$ cat src/rtl/sactl_pkg.sv
// Shared types and constants for the set-associative tag directory with LRU.
// No dependencies; imported by sactl_lru_upd and set_assoc_cache_tag_lru_unit.
package sactl_pkg;

   localparam int MAX_SETS   = 1024;
   localparam int MAX_WAYS   = 8;
   localparam int SET_W      = $clog2(MAX_SETS);
   localparam int WAY_W      = 3;
   localparam int WAYS_CNT_W = $clog2(MAX_WAYS + 1);
   localparam int TAG_W      = 30;
   localparam int AGE_W      = 3;
   localparam int ADDR_W     = 32;
   localparam int CNT_W      = 32;
   localparam int IB_W       = 4;
   localparam int OB_W       = 3;
   localparam int SHIFT_W    = 5;
   localparam int CSR_IDX_W  = 2;
   localparam int CSR_DATA_W = 4;

   // register indexes of the configuration port
   localparam logic [CSR_IDX_W-1:0] CSR_INDEX_BITS  = 2'd0;
   localparam logic [CSR_IDX_W-1:0] CSR_OFFSET_BITS = 2'd1;
   localparam logic [CSR_IDX_W-1:0] CSR_WAYS_IN_USE = 2'd2;

   // reset values and upper limits of the configuration registers
   localparam logic [IB_W-1:0]       IB_RESET   = 4'd10;
   localparam logic [OB_W-1:0]       OB_RESET   = 3'd2;
   localparam logic [WAYS_CNT_W-1:0] WAYS_RESET = 4'd1;
   localparam logic [IB_W-1:0]       IB_MAX     = IB_W'(SET_W);
   localparam logic [WAYS_CNT_W-1:0] WAYS_MAX   = WAYS_CNT_W'(MAX_WAYS);

   typedef struct packed {
      logic             valid;
      logic [TAG_W-1:0] tag;
      logic [AGE_W-1:0] age;
   } way_entry_type;

   typedef way_entry_type [MAX_WAYS-1:0] set_row_type;

   typedef struct packed {
      logic             hit;
      logic [WAY_W-1:0] way;
      set_row_type      row;
   } lru_upd_type;

   typedef enum logic [1:0] {
      ST_CLEAR,
      ST_IDLE,
      ST_LOOKUP
   } state_type;

endpackage

$ cat src/rtl/sactl_lru_upd.sv
// Tag compare, victim choice and LRU age update for one directory row.
// Depends on sactl_pkg.
module sactl_lru_upd import sactl_pkg::*; (
   input  set_row_type            row,
   input  logic [TAG_W-1:0]       tag,
   input  logic [WAYS_CNT_W-1:0]  ways_eff,
   output lru_upd_type            upd
);

   logic [MAX_WAYS-1:0] in_use;
   logic [MAX_WAYS-1:0] hit_vec;
   logic [MAX_WAYS-1:0] free_vec;
   logic [WAY_W-1:0]    hit_sel;
   logic [WAY_W-1:0]    free_sel;
   logic [WAY_W-1:0]    best_sel;
   logic [AGE_W-1:0]    best_age;
   logic [WAY_W-1:0]    sel;
   logic [AGE_W-1:0]    ref_age;
   logic [AGE_W-1:0]    mru_age;
   logic                hit;
   logic                found;

   always_comb begin
      for (int w = 0; w < MAX_WAYS; w++) begin
         in_use[w]   = (WAYS_CNT_W'(w) < ways_eff);
         hit_vec[w]  = in_use[w] && row[w].valid && (row[w].tag == tag);
         free_vec[w] = in_use[w] && !row[w].valid;
      end
      hit   = |hit_vec;
      found = |free_vec;

      // lowest numbered way wins in both searches
      hit_sel  = '0;
      free_sel = '0;
      for (int w = MAX_WAYS - 1; w >= 0; w--) begin
         if (hit_vec[w]) begin
            hit_sel = WAY_W'(w);
         end
         if (free_vec[w]) begin
            free_sel = WAY_W'(w);
         end
      end

      // oldest way, lowest numbered on a tie
      best_sel = '0;
      best_age = row[0].age;
      for (int w = 1; w < MAX_WAYS; w++) begin
         if (in_use[w] && (row[w].age < best_age)) begin
            best_sel = WAY_W'(w);
            best_age = row[w].age;
         end
      end

      if (hit) begin
         sel     = hit_sel;
         ref_age = row[hit_sel].age;
      end else if (found) begin
         sel     = free_sel;
         ref_age = '0;
      end else begin
         sel     = best_sel;
         ref_age = best_age;
      end

      mru_age = AGE_W'(ways_eff - WAYS_CNT_W'(1));

      upd.hit = hit;
      upd.way = sel;
      upd.row = row;
      for (int w = 0; w < MAX_WAYS; w++) begin
         if (in_use[w]) begin
            if (WAY_W'(w) == sel) begin
               upd.row[w].age = mru_age;
               if (!hit) begin
                  upd.row[w].valid = 1'b1;
                  upd.row[w].tag   = tag;
               end
            end else if (row[w].age > ref_age) begin
               upd.row[w].age = row[w].age - AGE_W'(1);
            end
         end
      end
   end

endmodule

$ cat config.mk
export PLATFORM = sky130hd
export DESIGN_NAME = sactl_lru_upd
export DESIGN_NICKNAME = d
export VERILOG_FILES = /design/src/rtl/sactl_pkg.sv /design/src/rtl/sactl_lru_upd.sv
export SDC_FILE = /design/constraint.sdc
export NUM_CORES = 1
export LEC_CHECK = 0
export BUFFER_PORTS_ARGS = -buffer_cell sky130_fd_sc_hd__buf_4
export CELL_PAD_IN_SITES_DETAIL_PLACEMENT = 0
export CELL_PAD_IN_SITES_GLOBAL_PLACEMENT = 2
export CORE_AREA = 2 2 223 225
export DETAILED_ROUTE_END_ITERATION = 16
export DIE_AREA = 0 0 225 227
export GPL_TIMING_DRIVEN = 0
export PLACE_DENSITY = 0.73
export SLEW_MARGIN = 10
export SYNTH_ARGS = -nofsm -noshare
export SYNTH_HDL_FRONTEND = slang
export SYNTH_SLANG_ARGS = --single-unit
$ cat constraint.sdc
create_clock -name vclk -period 28.2
set_clock_uncertainty 0.15 [all_clocks]
set_input_delay 2.82 -clock vclk [all_inputs]
set_output_delay 2.82 -clock vclk [all_outputs]
set_load 0.05 [all_outputs]
==> flow_summary_export.csv <==
group,metric,value,unit
sta,setup_tns,0,ns
sta,hold_ws,5.89,ns
sta,hold_viol_final,0,
synth,yosysWarningCount,0,
cells_and_area,multi_input_area,9240,µm²
drt,ant_nets,0,
synth,syn_avg_cell_area,7.62,µm²
cells_and_area,area.sequential,0,µm²
synth,seq_area_frac_synth,0,%
global_routing,track_usage,31.4,%
sta,finalSetupViolations,0,
sta,post-route-period-util,55.5,%
cells_and_area,nFlopsAndLatches,0,
cells_and_area,final_common_cell,"buf_4",
sta,final.min_clock_period,15.66,ns
cells_and_area,synthToLayoutAreaGrowth,50.4,%
place,place_congestion,0.996,
place,numPortBuffers,554,
synth,synth_xor_area_share,21.1,%
worst_setup_path,crit_slowest_cell,"a2111oi_0",
clock_tree,cts_setup_buffers,0,
worst_hold_path,hp-class,"in -> out",
clock_tree,postCtsResizedCells,0,
worst_setup_path,worstPathRequired,25.23,ns
die,ios,582,
worst_setup_path,critPathMaxFanout,10,
place,dpl.hpwl,70.0,mm
die,die-area,51100,µm²
synth,yosysUniqueCellTypes,96,
worst_setup_path,slowest_delay,0.87,ns
global_routing,grt_pass1_wl,111,mm
drt,vias,13500,
worst_setup_path,crit_path_start,"row[1]",
drt,drt_first_iter_violations,1030,
drt,finalWirelength,84.2,mm
synth,syn-num-nets,1637,
cells_and_area,drive_above_1_share,42.0,%
synth,synthAdderAreaFrac,4.79,%
cells_and_area,nets,2196,
cells_and_area,clock_buffers,0,
die,fp.dieH,227,µm
drt,vias_per_cell,5.43,
die,start_util,20.4,%
clock_tree,hold_buffers,0,
synth,synth_cells,1299,
die,fp-row-count,81,
synth,synth.mux.area_fraction,27.7,%
synth,synth_top_family_by_area,"multiplexers",
worst_hold_path,min_from,"row[199]",
cells_and_area,final.fill_count,5386,
global_routing,grt_max_degree,11,
global_routing,overflow,0,
worst_setup_path,setup.worst_path.end_class,"output port",
sta,worst_pin_slew,1.35,ns
outcome,status,"finished clean",
synth,synth_compound_area_share,15.5,%
worst_setup_path,crit_arrival,12.69,ns
synth,synth_top_area_share,13.7,%
synth,syn_area,9900,µm²
sta,max_slew_margin,10.0,%
flow_run,maxCapViolations,0,
global_routing,antenna_found_initial,12,
synth,yosys.area_share.simple,24.2,%
synth,netlist_top_cells_area,"mux2_2 14%, xnor2_1 13%, mux2_1 8.6%",
drt,wl_per_cell,33.9,µm
sta,rsz0062_at_grt,"false",
worst_setup_path,worstSetupPathType,"in -> out",
sta,maxSlewViolCount,0,
sta,fmax,63.8,MHz
synth,synth_top_cell_by_area,"mux2_2",
drt,drtPass1Iterations,7,
die,die_w,225,µm
worst_setup_path,worst_setup_path_start_kind,"primary input",
drt,drcViolationCount,0,
global_routing,grt_pass1_vias,13700,
worst_setup_path,cp_common_cell,"ha_1",
die,core,48500,µm²
cells_and_area,layout_common_cells,"556 x buf_4, 147 x xnor2_1, 120 x mux2_2",
[path summary, 6_finish.rpt]
kind / to / slack [ns] / cells past startpoint
min: upd[199] / 5.89 / 3
max: upd[2] / 12.54 / 34
[final cells by class]
cell class                 count  share of cell area (%)
antenna                        3                  0.0504
inverter                      41                    1.03
buffer                       107                    3.46
timing repair buffer         557                    28.2
tap                          622                    5.23
multi-input combinational   1151                    62.1
[layer usage]
| layer | vias to the layer above | GRT usage [%] | share of wire (%) |
|---|---|---|---|
| li1 | 5931 | - | - |
| met1 | 6659 | 37.0 | 39 |
| met2 | 702 | 56.0 | 49 |
| met3 | 169 | 4.59 | 6.1 |
| met4 | 14 | 14.4 | 5.5 |
| met5 | - | 0 | 0.11 |
[Yosys cell counts (8+ instances only)]
library cell / n
nor2b_1: 8
nand2b_1: 17
o21ai_1: 15
nor4_1: 42
nand4_1: 61
nor3b_1: 8
mux2_1: 76
nor2_1: 63
mux2_4: 28
o211ai_1: 18
a21oi_1: 24
nand4b_1: 9
mux2i_1: 11
nor3_1: 22
xor2_1: 92
and2_1: 8
or2_2: 9
inv_1: 40
mux2_2: 120
o21ai_0: 36
o22ai_1: 12
ha_1: 32
xnor2_1: 147
nand2_1: 96
nand3_1: 31
a31oi_1: 11
clkbuf_1: 72
buf_6: 11
buf_2: 17
[logic make-up after synthesis]
group / Yosys count
AOI/OAI and AO/OA: 209
xor gates and xnor gates: 239
adders and majority gates: 39
buffers and inverters: 148
muxes: 235
and+or+nand+nor: 429
[critical path, delay by kind of cell]
kind                       cells  cell delay [ns]
AOI/OAI and AO/OA             13             3.99
adders and majority gates      5             1.34
buffers and inverters          4             1.16
muxes                          2             0.60
and+or+nand+nor               10             2.76
[through the flow]
stage          instances  setup WS (ns)  utilization (%)  cell area (µm²)
2_1_floorplan       1299          13.68                -             9900
3_3_place_gp        2475          12.08             30.6            14800
3_5_place_dp        2477          12.46             30.6            14900
4_1_cts             2477          12.41             30.6            14900
5_1_grt             2478          11.82             30.6            14900
6_report            2481          12.54             30.7            14900
